$ cat config.mk
export PLATFORM = sky130hd
export DESIGN_NAME = indoor_bike_data_field_parser
export DESIGN_NICKNAME = d
export VERILOG_FILES = /design/src/sv/ibd_pkg.sv /design/src/sv/ibd_front.sv /design/src/sv/ibd_queue.sv /design/src/sv/indoor_bike_data_field_parser.sv
export VERILOG_INCLUDE_DIRS = /design/src /design/src/sv
export SDC_FILE = /design/constraint.sdc
export NUM_CORES = 1
export LEC_CHECK = 0
export ABC_CLOCK_PERIOD_IN_PS = 9700
export BUFFER_PORTS_ARGS = -buffer_cell sky130_fd_sc_hd__buf_2
export CORE_MARGIN = 2
export CORE_UTILIZATION = 50
export DETAILED_ROUTE_END_ITERATION = 10
export PLACE_DENSITY = 0.69
export SYNTH_ARGS = -nofsm -noshare
export SYNTH_HDL_FRONTEND = slang
export SYNTH_HIERARCHICAL = 1
export SYNTH_SLANG_ARGS = --single-unit
export TNS_END_PERCENT = 10
$ cat constraint.sdc
create_clock -name clk -period 9.7 [get_ports clk]
set_input_delay 0.485 -clock clk [delete_from_list [all_inputs] [get_ports clk]]
set_output_delay 0.485 -clock clk [all_outputs]
set_load 0.01 [all_outputs]
$ cat src/sv/indoor_bike_data_field_parser_macros.svh
// Shared assertion macros for the indoor bike data parser.
`ifndef INDOOR_BIKE_DATA_FIELD_PARSER_MACROS_SVH
`define INDOOR_BIKE_DATA_FIELD_PARSER_MACROS_SVH

// Check that a condition holds on every clock edge outside reset.
`define IBD_ASSERT_ALWAYS(lbl, cond, msg) \
	lbl: assert property (@(posedge clk) disable iff (!arst_n) (cond)) \
		else $error(msg);

// Check that a consequent holds in the same cycle as its antecedent.
`define IBD_ASSERT_IMPL(lbl, ante, cons, msg) \
	lbl: assert property (@(posedge clk) disable iff (!arst_n) (ante) |-> (cons)) \
		else $error(msg);

// Check that a consequent holds in the cycle after its antecedent.
`define IBD_ASSERT_NEXT(lbl, ante, cons, msg) \
	lbl: assert property (@(posedge clk) disable iff (!arst_n) (ante) |=> (cons)) \
		else $error(msg);

`endif

$ cat src/sv/ibd_pkg.sv
`timescale 1ns / 1ps
`default_nettype none
package ibd_pkg;

	localparam logic [3:0] FIELD_COUNT   = 4'd13;
	localparam logic [3:0] FID_RESISTANCE = 4'd5;
	localparam logic [3:0] FID_POWER      = 4'd6;
	localparam logic [3:0] FID_AVG_POWER  = 4'd7;

	typedef enum logic [1:0] {
		ST_OK        = 2'd0,
		ST_TOO_SHORT = 2'd1,
		ST_TRUNCATED = 2'd2
	} status_t;

	typedef enum logic {
		KIND_FIELD  = 1'b0,
		KIND_STATUS = 1'b1
	} kind_t;

	typedef struct packed {
		kind_t       kind;
		logic [3:0]  field_id;
		logic [40:0] field_value;
		logic [15:0] packet_flags;
		status_t     status;
		logic [3:0]  truncated_field;
		logic [4:0]  bytes_consumed;
		logic [7:0]  bytes_trailing;
		logic        last_of_run;
	} result_t;

	// byte length of each field
	function automatic logic [2:0] field_len(logic [3:0] fid);
		logic [2:0] len;
		unique case (fid)
			4'd4:          len = 3'd3;
			4'd8:          len = 3'd5;
			4'd9, 4'd10:   len = 3'd1;
			default:       len = 3'd2;
		endcase
		return len;
	endfunction

	// one bit per field; speed is present when flag bit 0 is clear
	function automatic logic [12:0] present_mask(logic [15:0] flags);
		return {flags[12:1], ~flags[0]};
	endfunction

	// first present field at or after from; FIELD_COUNT when none
	function automatic logic [3:0] next_field(logic [12:0] mask, logic [3:0] from);
		logic [3:0] r;
		r = FIELD_COUNT;
		for (int i = 12; i >= 0; i--) begin
			if (mask[i] && (4'(i) >= from)) begin
				r = 4'(i);
			end
		end
		return r;
	endfunction

endpackage
`default_nettype wire

$ cat src/sv/ibd_front.sv
`timescale 1ns / 1ps
`default_nettype none
`include "indoor_bike_data_field_parser_macros.svh"
module ibd_front
	import ibd_pkg::*;
#(
	parameter int unsigned TRAILING_MAX = 255
) (
	input  wire logic       clk,
	input  wire logic       arst_n,
	input  wire logic       accept,
	input  wire logic [7:0] in_byte,
	input  wire logic       in_eop,
	output result_t         res0,
	output result_t         res1,
	output logic [1:0]      res_n
);

	localparam logic [7:0] TRAIL_CAP = (TRAILING_MAX > 255) ? 8'd255 : 8'(TRAILING_MAX);

	logic [4:0]  off_q, off_d;
	logic [15:0] flags_q, flags_d;
	logic [3:0]  cur_q, cur_d;
	logic [2:0]  idx_q, idx_d;
	logic [4:0]  start_q, start_d;
	logic [39:0] acc_q, acc_d;
	logic [7:0]  trail_q, trail_d;
	logic        done_q, done_d;
	logic [1:0]  n;

	always_comb begin
		logic [39:0] acc_new;
		logic [2:0]  idx_new;
		logic [3:0]  nf;
		logic        begin_fld;
		result_t     fld;
		result_t     stat;
		off_d     = off_q;
		flags_d   = flags_q;
		cur_d     = cur_q;
		idx_d     = idx_q;
		start_d   = start_q;
		acc_d     = acc_q;
		trail_d   = trail_q;
		done_d    = done_q;
		acc_new   = '0;
		idx_new   = '0;
		nf        = '0;
		begin_fld = 1'b0;
		fld       = '0;
		stat      = '0;
		n         = 2'd0;
		res0      = '0;
		res1      = '0;

		if (off_q == 5'd0) begin
			flags_d = {8'h00, in_byte};
			off_d   = 5'd1;
		end else if (off_q == 5'd1) begin
			flags_d   = {in_byte, flags_q[7:0]};
			off_d     = 5'd2;
			nf        = next_field(present_mask(flags_d), 4'd0);
			begin_fld = 1'b1;
		end else if (!done_q) begin
			acc_new = acc_q | ({32'h0, in_byte} << {idx_q, 3'b000});
			idx_new = idx_q + 3'd1;
			off_d   = off_q + 5'd1;
			acc_d   = acc_new;
			idx_d   = idx_new;
			if (idx_new >= field_len(cur_q)) begin
				fld.kind     = KIND_FIELD;
				fld.field_id = cur_q;
				if (cur_q == FID_RESISTANCE || cur_q == FID_POWER ||
						cur_q == FID_AVG_POWER) begin
					fld.field_value = {{25{acc_new[15]}}, acc_new[15:0]};
				end else begin
					fld.field_value = {1'b0, acc_new};
				end
				fld.last_of_run = !in_eop;
				n         = 2'd1;
				nf        = next_field(present_mask(flags_q), cur_q + 4'd1);
				begin_fld = 1'b1;
			end
		end else if (trail_q < TRAIL_CAP) begin
			trail_d = trail_q + 8'd1;
		end

		// open the next present field, or mark the field list finished
		if (begin_fld) begin
			if (nf >= FIELD_COUNT) begin
				done_d = 1'b1;
				cur_d  = 4'd0;
			end else begin
				cur_d = nf;
			end
			idx_d   = 3'd0;
			start_d = off_d;
			acc_d   = '0;
		end

		if (in_eop) begin
			stat.kind        = KIND_STATUS;
			stat.last_of_run = 1'b1;
			if (off_q == 5'd0) begin
				stat.status = ST_TOO_SHORT;
			end else begin
				stat.packet_flags = flags_d;
				if (done_d) begin
					stat.status         = ST_OK;
					stat.bytes_consumed = off_d;
					stat.bytes_trailing = trail_d;
				end else begin
					stat.status          = ST_TRUNCATED;
					stat.truncated_field = cur_d;
					stat.bytes_consumed  = start_d;
				end
			end
			// return to the reset state for the next packet
			off_d   = '0;
			flags_d = '0;
			cur_d   = '0;
			idx_d   = '0;
			start_d = '0;
			acc_d   = '0;
			trail_d = '0;
			done_d  = 1'b0;
		end

		if (n == 2'd1) begin
			res0 = fld;
			if (in_eop) begin
				res1 = stat;
				n    = 2'd2;
			end
		end else if (in_eop) begin
			res0 = stat;
			n    = 2'd1;
		end
	end

	assign res_n = accept ? n : 2'd0;

	always_ff @(posedge clk or negedge arst_n) begin
		if (!arst_n) begin
			off_q   <= '0;
			flags_q <= '0;
			cur_q   <= '0;
			idx_q   <= '0;
			start_q <= '0;
			acc_q   <= '0;
			trail_q <= '0;
			done_q  <= 1'b0;
		end else if (accept) begin
			off_q   <= off_d;
			flags_q <= flags_d;
			cur_q   <= cur_d;
			idx_q   <= idx_d;
			start_q <= start_d;
			acc_q   <= acc_d;
			trail_q <= trail_d;
			done_q  <= done_d;
		end
	end

	`IBD_ASSERT_IMPL(a_eop_gives_status, accept && in_eop, res_n != 2'd0, "eop without status")
	`IBD_ASSERT_IMPL(a_pair_order, res_n == 2'd2,
		res0.kind == KIND_FIELD && res1.kind == KIND_STATUS, "bad result pair order")
	`IBD_ASSERT_ALWAYS(a_done_clears_field, !done_q || cur_q == 4'd0, "field id kept after done")

endmodule
`default_nettype wire

$ cat src/sv/ibd_queue.sv
`timescale 1ns / 1ps
`default_nettype none
`include "indoor_bike_data_field_parser_macros.svh"
module ibd_queue
	import ibd_pkg::*;
#(
	parameter int unsigned DEPTH = 4
) (
	input  wire logic       clk,
	input  wire logic       arst_n,
	input  wire result_t    push0,
	input  wire result_t    push1,
	input  wire logic [1:0] push_n,
	output logic            room,
	output result_t         head,
	output logic            head_valid,
	input  wire logic       pop_ready
);

	localparam int unsigned PW = (DEPTH > 1) ? $clog2(DEPTH) : 1;
	localparam int unsigned CW = $clog2(DEPTH + 1);

	result_t         mem_q [DEPTH];
	logic [PW-1:0]   wr_ptr_q, rd_ptr_q, wr_next;
	logic [CW-1:0]   cnt_q;
	logic            pop;

	function automatic logic [PW-1:0] wrap_inc(logic [PW-1:0] p);
		return (p == PW'(DEPTH - 1)) ? '0 : p + 1'b1;
	endfunction

	assign wr_next    = wrap_inc(wr_ptr_q);
	assign head       = mem_q[rd_ptr_q];
	assign head_valid = (cnt_q != '0);
	assign pop        = head_valid && pop_ready;
	// two free entries so that a field result and a status can land together
	assign room       = (cnt_q <= CW'(DEPTH - 2));

	always_ff @(posedge clk) begin
		if (push_n != 2'd0) begin
			mem_q[wr_ptr_q] <= push0;
		end
		if (push_n == 2'd2) begin
			mem_q[wr_next] <= push1;
		end
	end

	always_ff @(posedge clk or negedge arst_n) begin
		if (!arst_n) begin
			wr_ptr_q <= '0;
			rd_ptr_q <= '0;
			cnt_q    <= '0;
		end else begin
			if (push_n == 2'd1) begin
				wr_ptr_q <= wr_next;
			end else if (push_n == 2'd2) begin
				wr_ptr_q <= wrap_inc(wr_next);
			end
			if (pop) begin
				rd_ptr_q <= wrap_inc(rd_ptr_q);
			end
			cnt_q <= cnt_q + CW'(push_n) - CW'(pop);
		end
	end

	`IBD_ASSERT_ALWAYS(a_cnt_bound, cnt_q <= CW'(DEPTH), "queue count past depth")
	`IBD_ASSERT_IMPL(a_push_room, push_n != 2'd0, room, "push without room")
	`IBD_ASSERT_NEXT(a_pair_count, push_n == 2'd2 && !pop,
		cnt_q == $past(cnt_q) + CW'(2), "pair push miscounted")

endmodule
`default_nettype wire

$ cat src/sv/indoor_bike_data_field_parser.sv
// Indoor bike data parser: one packet byte per item in, field and status items out.
// Order: when the queue is empty, the first result of a byte is offered on m_axis in the
// cycle after the byte is taken, and the second of a pair once the first has been taken.
// Throughput: one byte per cycle; a byte is taken whenever the result queue has two
// free entries, and the queue drains one result per cycle while m_axis_tready is high.
// Reset: arst_n clears the parser state and the queue pointers asynchronously.
`timescale 1ns / 1ps
`default_nettype none
module indoor_bike_data_field_parser
	import ibd_pkg::*;
#(
	parameter int unsigned TRAILING_MAX = 255,
	parameter int unsigned QUEUE_DEPTH  = 4
) (
	input  wire logic        clk,
	input  wire logic        arst_n,
	input  wire logic        s_axis_tvalid,
	output logic             s_axis_tready,
	input  wire logic [7:0]  s_axis_tdata,  // packet_byte[7:0]
	input  wire logic        s_axis_tlast,  // end_of_packet
	output logic             m_axis_tvalid,
	input  wire logic        m_axis_tready,
	// field_id[3:0], field_value[44:4], packet_flags[60:45], status[62:61],
	// truncated_field[66:63], bytes_consumed[71:67], bytes_trailing[79:72]
	output logic [79:0]      m_axis_tdata,
	output logic             m_axis_tuser,  // kind
	output logic             m_axis_tlast   // last_of_run
);

	result_t    res0, res1, head;
	logic [1:0] res_n;
	logic       room;
	logic       accept;

	// take a byte only when both results it may cause fit into the queue
	assign s_axis_tready = room;
	assign accept        = s_axis_tvalid && s_axis_tready;

	// front: run the flag word and field walk, classify each byte into results
	ibd_front #(
		.TRAILING_MAX (TRAILING_MAX)
	) u_front (
		.clk     (clk),
		.arst_n  (arst_n),
		.accept  (accept),
		.in_byte (s_axis_tdata),
		.in_eop  (s_axis_tlast),
		.res0    (res0),
		.res1    (res1),
		.res_n   (res_n)
	);

	// back: hold results until the downstream side takes them
	ibd_queue #(
		.DEPTH (QUEUE_DEPTH)
	) u_queue (
		.clk        (clk),
		.arst_n     (arst_n),
		.push0      (res0),
		.push1      (res1),
		.push_n     (res_n),
		.room       (room),
		.head       (head),
		.head_valid (m_axis_tvalid),
		.pop_ready  (m_axis_tready)
	);

	// pack the head result, first field in the lowest bits
	assign m_axis_tdata = {head.bytes_trailing, head.bytes_consumed, head.truncated_field,
		head.status, head.packet_flags, head.field_value, head.field_id};
	assign m_axis_tuser = head.kind;
	assign m_axis_tlast = head.last_of_run;

endmodule
`default_nettype wire

* After elaboration in Yosys (flattened, before gate mapping) *
Memory sizes are Yosys's and may differ from the RTL's.
Cells that the tools add are included.

word-level totals
  flip-flop bits (word level) = 89
  bits in writable memories = 328
  output and inout bits = 84
  memories = 1

memory list
  name           depth  bits a word  rd ports  clocked after memory_dff  write ports  RTL line         source
  u_queue.mem_q  4      82           1         0                         2            ibd_queue.sv:23  result_t mem_q [DEPTH];

operators by class
  $add $sub $neg = 9
  order comparisons = 17
  eq/ne operators = 17
  shifts and indexed selects = 1
  multiplexer cells = 104
  bitwise logic cells = 2
  reductions and logical operators = 24

operators with widths
  operator               number
  $mux W82               3
  $mux W40               5
  $mux W46               3
  $mux W4                24
  $mux W16               4
  $mux W3                16
  $mux W8                6
  $mux W45               1
  $mux W41               1
  $or A40 B40 Y40        1
  $shl A8 B6 Y40         1
  $mux W5                7
  $mux W2                14
  $ge A4 B4 Y1 const A   5
  $mux W1                18
  $mux W17               1
  $eq A4 B3 Y1 const B   4
  $ge A3 B4 Y1 const A   4
  $logic_and A1 B1 Y1    15
  $eq A4 B4 Y1 const B   3
  $pmux W3 S3            1
  $add A8 B1 Y8 const B  1
  $eq A2 B2 Y1 const B   4
  $ge A1 B4 Y1 const A   2
  other kinds (23)       30

* Longest topological paths before layout *
Gate-level depths: netlist of the first run.

  depth in word-level cells = 27
  depth in mapped cells = 19
  depth with buffers taken out = 17

* Cells and area by module *
The synthesis of the first run kept the hierarchy.

by module, submodules not included
  module                         times used  cells an instance  area each (µm²)  seq. area each (µm²)
  ibd_queue                      1           851                16452.0          10024.6
  ibd_front                      1           750                5888.1           2052.0
  indoor_bike_data_field_parser  1           1                  6.3              0.0

* Worst setup path before layout of the first run *
No wires, ideal clock.

  path kind = reg2reg
  from = register u_front.cur_q[0]
  to = memory u_queue/mem_q[2][0] (netlist name) (enable)
  arrival time = 8.848 ns
  slack = 0.216 ns
  stages on the path, launching flop included = 18
  period minus slack after synthesis = 9.484 ns
  path through = dfrtp_1 -> clkbuf_2 -> inv_1 -> ha_1 -> nor3_1 -> nor2_1 -> a21o_1 -> ha_1 -> nor2b_1 -> o21ai_0 -> nand3_1 -> clkinv_1 -> clkbuf_1 -> ha_1 -> and2_1 -> inv_1 -> ha_1 -> o21ai_0

RTL lines
  element                 RTL line          source
  from (decl)             ibd_front.sv:23   logic [3:0] cur_q, cur_d;
  from (signal assigned)  ibd_front.sv:156  cur_q <= cur_d;
  to (decl)               ibd_queue.sv:23

==> flow_summary.ini, run 1 <==
[status]
outcome = completed

[setup_path]
cp-end-kind = flop
path_max_fanout = 56
cp.required_ps = 9890
cp_slowest_cell = o21ai_4
cp_cell_sequence = inv_1 > ha_1 > nor3_1 > nor2_1 > a21o_1 > ha_1 > nor2b_1 > o21ai_0 > nand3_1 > ha_1 > nor2b_1 > inv_1 > ha_1 > o21ai_4 > buf_4
path_buf_inv = 3
cp_top_family = compound AO/OA/AOI/OAI gates
crit_start = u_front/cur_q[0]
worstSetupPathType = reg2reg
crit_path_max_incr_delay_ps = 940
crit_path_frequent_cell = ha_1
start_kind = flop
worstPathArrival_ps = 5830
r2r-start = u_front/cur_q[0]

[clock_network]
cts.sinks = 417
htreeDepth = 2
cts_resized = 0
clk_pin_slew_ps = 60
cts_root_buf = clkbuf_16
cts.path.max_buffers = 3
cts_setup_buffers = 0
cts_made_buffers = 43
worst_skew_pair.late_latency_ps = 590
ctsHoldBuffers = 1
cts_tree = built

[floorplan]
die_x_um = 215
core_area_mm2 = 0.0441
die-area_mm2 = 0.0464
ioPinCount = 97
num_rows = 77
start_util_pct = 50.6
die_h_um = 215

[job]
drv_cap = 0

[place]
place_ws_ps = 4050
place_hpwl_um = 30100
port_buffers = 96
place_congestion = 0.829

[detailed_routing]
drc = 0
wl_per_cell_um = 22.6
first_pass_iters = 5
initialDrtViolationCount = 1119
ant_nets = 0
num_vias = 13563
viasPerCell = 5.95
finalWirelength_um = 51600

[timing]
min_period_over_period_pct = 58.2
final-hold-violation-count = 0
finalSetupViolCount = 0
rsz0062_at_grt = false
fmax_ghz = 0.177
fin_crit_ps = 5640
skew_ps = 22.8
holdWs_ps = 341
worstMarginPinSlew_ps = 1200
setup_tns_ps = 0
slew-limit-headroom_pct = 19.7
slew_viol_final = 0
worst_slack_ps = 4060

[power_and_ir_drop]
p_leak_nw = 9.47
powerDensity_mw_per_mm2 = 294
ir_drop_uv = 188

[layout]
final_util_pct = 55.3
drive_gt1_share_pct = 36.5
final_cell_mix = mux2_2, edfxtp_1, a21oi_1, buf_2, nor2_1
final_nets = 1698
syn2layout_area_growth_pct = 9.21
final_common_cell = mux2_2
n_antenna_cell = 0

[global_route]
grt_overflow_total = 0
grt_max_degree = 68
grt_pass1_vias = 14009
grt_pass1_wl_um = 80800
grt_use_total_pct = 22.3
antenna_found_initial = 0

[worst_hold_path]
hp-class = in2async

[yosys]
netlist_area_mm2 = 0.0223
avgSynthCellArea_um2 = 13.9
synthCells = 1602
yosys_warnings = 6
asyncSetResetFlopFracSynth_pct = 21.3
ys.flop_type = edfxtp_1
ys_ff_latch = 417
yosysSeqAreaShare_pct = 54.0
synth_edf_count = 328
ys_types = 72
## logic make-up after synthesis
| logic type | after synthesis | share of synthesized area, % |
|---|---|---|
| buffers and inverters | 202 | 5.60 |
| multiplexers | 418 | 25.2 |
| adder cells (fa/ha/maj) | 31 | 1.77 |
| AND/OR/NAND/NOR | 260 | 5.60 |
| flip-flops | 417 | 54.0 |
| XOR/XNOR | 15 | 0.622 |
| AO/OA/AOI/OAI | 258 | 7.17 |
| other | 1 | 0.0168 |
## flip-flops by register name, indices dropped and copies added (netlist names)
name	flops
u_queue/mem_q	328
u_front/idx_q	3
u_front/flags_q	16
u_front/off_q	5
u_front/trail_q	8
u_front/acc_q	40
u_queue/rd_ptr_q	2
u_queue/wr_ptr_q	2
u_front/cur_q	4
u_front/start_q	5
u_queue/cnt_q	3
u_front/done_q	1
## path summary, 6_finish.rpt
check / slack [ps] / to / cells past startpoint
max in group asynchronous: 8110 / u_front/trail_q[7] / 3
min in group clk: 340 / u_queue/rd_ptr_q[0] / 3
worst max register to register: 4060 / u_queue/mem_q[2][35] / 15
worst max-delay path: 4060 / u_queue/mem_q[2][35] / 15
worst min-delay path: 340 / u_front/acc_q[25] / 2
worst min register to register: 500 / u_front/acc_q[23] / 2
## where the power goes
part,internal (mW),total (mW),switching (mW)
combinational,1.18,2.80,1.62
sequential,2.38,2.65,0.272
clock,1.01,1.72,0.712
## metrics by stage
step | instances | area [µm²] | total power, mW
after floorplan | 1647 | 22500 | 4.65
after global placement | 2200 | 22900 | 5.42
after detailed placement | 2200 | 22900 | 5.47
after CTS | 2281 | 24400 | 7.21
after global routing | 2281 | 24400 | 7.55
final | 2281 | 24400 | 7.17
## cell usage after synthesis, drive strengths merged (2+ instances only)
master     n  area [µm²]
a211oi     6        45.0
a21bo      3        36.3
a21boi     4        30.0
a21o       3        22.5
a21oi    130         654
a221oi     3        26.3
a22o      16         140
a22oi      4        30.0
a31oi      7        43.8
a32oi      6        52.6
and2      30         188
and3       9        56.3
buf      110         905
clkbuf    43         163
clkinv     2        7.51
dfrtp     89        2230
edfxtp   328        9850
ha        30         375
inv       47         176
mux2     332        3740
mux2i      4        40.0
mux4      82        1850
nand2     43         161
nand2b     7        43.8
nand3     19        95.1
nand4      6        37.5
nand4b     2        17.5
nor2      94         353
nor2b      8        50.1
nor3      29         145
nor3b      4        35.0
nor4       2        12.5
o2111ai    4        35.0
o211ai     3        22.5
o21a       4        30.0
o21ai     25         125
o22ai     19         119
o311ai     2        17.5
o31ai      6        45.0
o41ai      2        17.5
or4        2        15.0
xnor2     12         113
xor2       3        26.3
## area by class of cell
class | instances | area [µm²]
timing repair buffer | 115 | 628
inverter | 49 | 184
clock inverter | 21 | 274
tap | 592 | 741
multi-input combinational | 1028 | 9290
sequential | 417 | 12100
clock buffer | 59 | 1210
fill | 3638 | 19700
## metal layers
metal / track usage [%] / wire, µm / part of all wire (%)
met4: 5.22 / 926 / 1.8
met1: 31.7 / 22900 / 44
met3: 3.38 / 2910 / 5.7
met2: 36.3 / 24800 / 48
met5: 0 / 0 / 0
No activity file was read; power rests on OpenSTA's default activity.
==> run 2, diff against run 1 <==
--- a/config.mk
+++ b/config.mk
@@ -6,7 +6,8 @@
 export SDC_FILE = /design/constraint.sdc
 export NUM_CORES = 1
 export LEC_CHECK = 0
-export ABC_CLOCK_PERIOD_IN_PS = 9700
+export ABC_AREA = 1
+export ABC_CLOCK_PERIOD_IN_PS = 5000
 export BUFFER_PORTS_ARGS = -buffer_cell sky130_fd_sc_hd__buf_2
 export CORE_MARGIN = 2
 export CORE_UTILIZATION = 50
==> constraint.sdc (replaced) <==
create_clock -name clk -period 5 [get_ports clk]
set_input_delay 0.25 -clock clk [delete_from_list [all_inputs] [get_ports clk]]
set_output_delay 0.25 -clock clk [all_outputs]
set_load 0.01 [all_outputs]
==> flow_summary.ini, run 2 <==
[setup_path]
worstPathArrival_ps = 5040
crit_path_max_incr_delay_ps = 830
path_max_fanout = 23
start_kind = flop
cp_top_family = compound AO/OA/AOI/OAI gates
path_buf_inv = 5
cp.required_ps = 5270
r2r-start = u_front/cur_q[0]
worst-path-stages = 19
cp_slowest_cell = o21ai_4
crit_start = u_front/cur_q[0]
worstSetupPathType = reg2reg
r2r_cells = 19
cp-end-kind = flop
cp_cell_sequence = inv_1 > ha_1 > or2_2 > o21ai_0 > nand2_1 > ha_1 > inv_1 > nand2_1 > a21oi_1 > nor2_1 > o21ai_1 > nor2_2 > inv_2 > ha_1 > nor2_1 > inv_1 > ha_2 > o21ai_4 > buf_12

[place]
port_buffers = 96
place_ws_ps = 155
place_congestion = 0.931
place_hpwl_um = 35100

[layout]
multi_input_area_mm2 = 0.00855
drive_gt1_share_pct = 9.64
ff_latch_area_mm2 = 0.0121
final_cell_mix = o21ai_0, nand2_1, nor2_1, edfxtp_1, inv_1
regMostFlops = u_queue/mem_q
final_nets = 2765
syn2layout_area_growth_pct = 10.2
final_common_cell = o21ai_0
n_fill_cell = 4051
reg.largest.list = u_queue/mem_q (328), u_front/acc_q (40), u_front/flags_q (16)
final_util_pct = 55.5
largest_reg_flops = 328
n_antenna_cell = 0

[timing]
final-hold-violation-count = 0
min_period_over_period_pct = 95.3
finalSetupViolCount = 0
slew-limit-headroom_pct = 23.1
fin_crit_ps = 4770
worstMarginPinSlew_ps = 1150
setup_tns_ps = 0
worst_slack_ps = 233
rsz0062_at_grt = false
slew_viol_final = 0
skew_ps = 11.4
fmax_ghz = 0.210

[yosys]
netlist_area_mm2 = 0.0227
ys_ff_latch = 417
ys.flop_type = edfxtp_1
synth_common_cells = o21ai_0, nand2_1, nor2_1
yosysSeqAreaShare_pct = 53.1
synth.most_common_cell = o21ai_0
synth_edf_count = 328
yosys_warnings = 6
avgSynthCellArea_um2 = 8.40
ys_types = 49
synth_area_leaders = edfxtp_1, o21ai_0, dfrtp_1
yosysTopAreaCell = edfxtp_1
asyncSetResetFlopFracSynth_pct = 21.3
synth_top_area_share_pct = 43.3
synthCells = 2705

[power_and_ir_drop]
powerDensity_mw_per_mm2 = 596
clkPwrFrac_pct = 23.1
intPower_mw = 8.73
power.net_switching_mw = 6.20
swShare_pct = 41.5
combPwrFrac_pct = 43.9
p_leak_nw = 9.70
totalPowerFinal_mw = 14.9
seqPwrFrac_pct = 33.0
ir_drop_uv = 321

[global_route]
grt_pass1_wl_um = 92100
antenna_found_initial = 2
grt_max_degree = 165
grt_pass1_vias = 17081
grt_overflow_total = 0
grt_use_total_pct = 24.4

[detailed_routing]
first_pass_iters = 6
initialDrtViolationCount = 1690
num_vias = 18217
drc = 0
viasPerCell = 5.42
finalWirelength_um = 57900
ant_nets = 0
wl_per_cell_um = 17.2

[floorplan]
ioPinCount = 97
num_rows = 78
die-area_mm2 = 0.0472
start_util_pct = 50.4
die_h_um = 217
die_x_um = 217
core_area_mm2 = 0.0451

[worst_hold_path]
min_from = m_axis_tready
hold_depth = 4
hp-class = in2reg

[clock_network]
worst_skew_pair.late_latency_ps = 580
clk_pin_slew_ps = 60
htreeDepth = 2
cts_made_buffers = 47
cts.path.max_buffers = 3
cts_root_buf = clkbuf_16
cts.sinks = 417
cts_tree = built

[job]
drv_cap = 0

[status]
outcome = completed
## run 2: cell count changes after synthesis, sizes merged, moves of 82 or more
cell | before | now
o21ai | 25 | 671
nand2 | 43 | 530
mux2 | 332 | 0
nor2 | 94 | 359
inv | 47 | 302
a21oi | 130 | 35
mux4 | 82 | 0
## run 2: kinds of logic after synthesis
| family | synth area share (%) |
|---|---|
| adders and majority gates | 1.74 |
| and+or+nand+nor | 16.7 |
| xor gates and xnor gates | 0.385 |
| AOI/OAI and AO/OA | 17.7 |
| DFF | 53.1 |
| other | 0.0165 |
| buffers and inverters | 10.4 |
## run 2: layout make-up
cell class                      count  area share [%]
Sequential cell                   417            48.2
Multi-Input combinational cell   1812            34.1
Clock buffer                       71            5.51
Inverter                          306            4.61
Timing Repair Buffer              137            3.92
Tap cell                          600            3.00
Clock inverter                     15           0.605
## run 2: repair_timing
action | CTS | global route
endpoints found under the hold margin | 35 | 0
setup endpoints to repair | 0 | 201
resized for setup | 0 | 2
hold buffers | 1 | 0
buffers inserted | 0 | 0
## run 2: final timing paths
path / to / slack [ps]
min in group asynchronous: u_queue/rd_ptr_q[0] / 210
min: u_queue/rd_ptr_q[1] / 20
max reg2reg: u_queue/mem_q[0][1] / 230
max: u_queue/mem_q[0][1] / 230
min reg2reg: u_front/start_q[4] / 500
max in group asynchronous: u_front/flags_q[13] / 3630
## run 2: through the flow
| stage | cell area, µm² | hold WS (ps) | cells |
|---|---|---|---|
| after floorplan | 22900 | -45.6 | 2750 |
| after global placement | 23500 | 255 | 3271 |
| after detailed placement | 23500 | 266 | 3271 |
| after CTS | 25000 | 7.58 | 3358 |
| after global routing | 25000 | 55.5 | 3358 |
| final | 25000 | 24.1 | 3358 |
## run 2: routing by layer
metal  vias to the layer above  global-route usage, %  part of all wire [%]
met5                         -                      0                 0.038
met4                         4                   6.55                   1.7
met3                        75                   3.30                   6.4
met2                       589                   40.1                    47
met1                      8632                   34.2                    44
li1                       8917                      -                     -
## run 2: tightest hold or removal path: stages
cell and delay [ps]:
buf_2 80, nand2_1 100, nand2_1 80, nand2_1 50
## run 2: power by group through the flow
stage | registers (mW) | logic, mW | clock network (mW)
global placement | 4.97 | 6.34 | 0
detailed placement | 4.99 | 6.48 | 0
finish | 4.93 | 6.55 | 3.45
floorplan | 4.87 | 4.64 | 0
CTS | 4.92 | 6.52 | 3.50
global route | 4.99 | 7.33 | 3.63
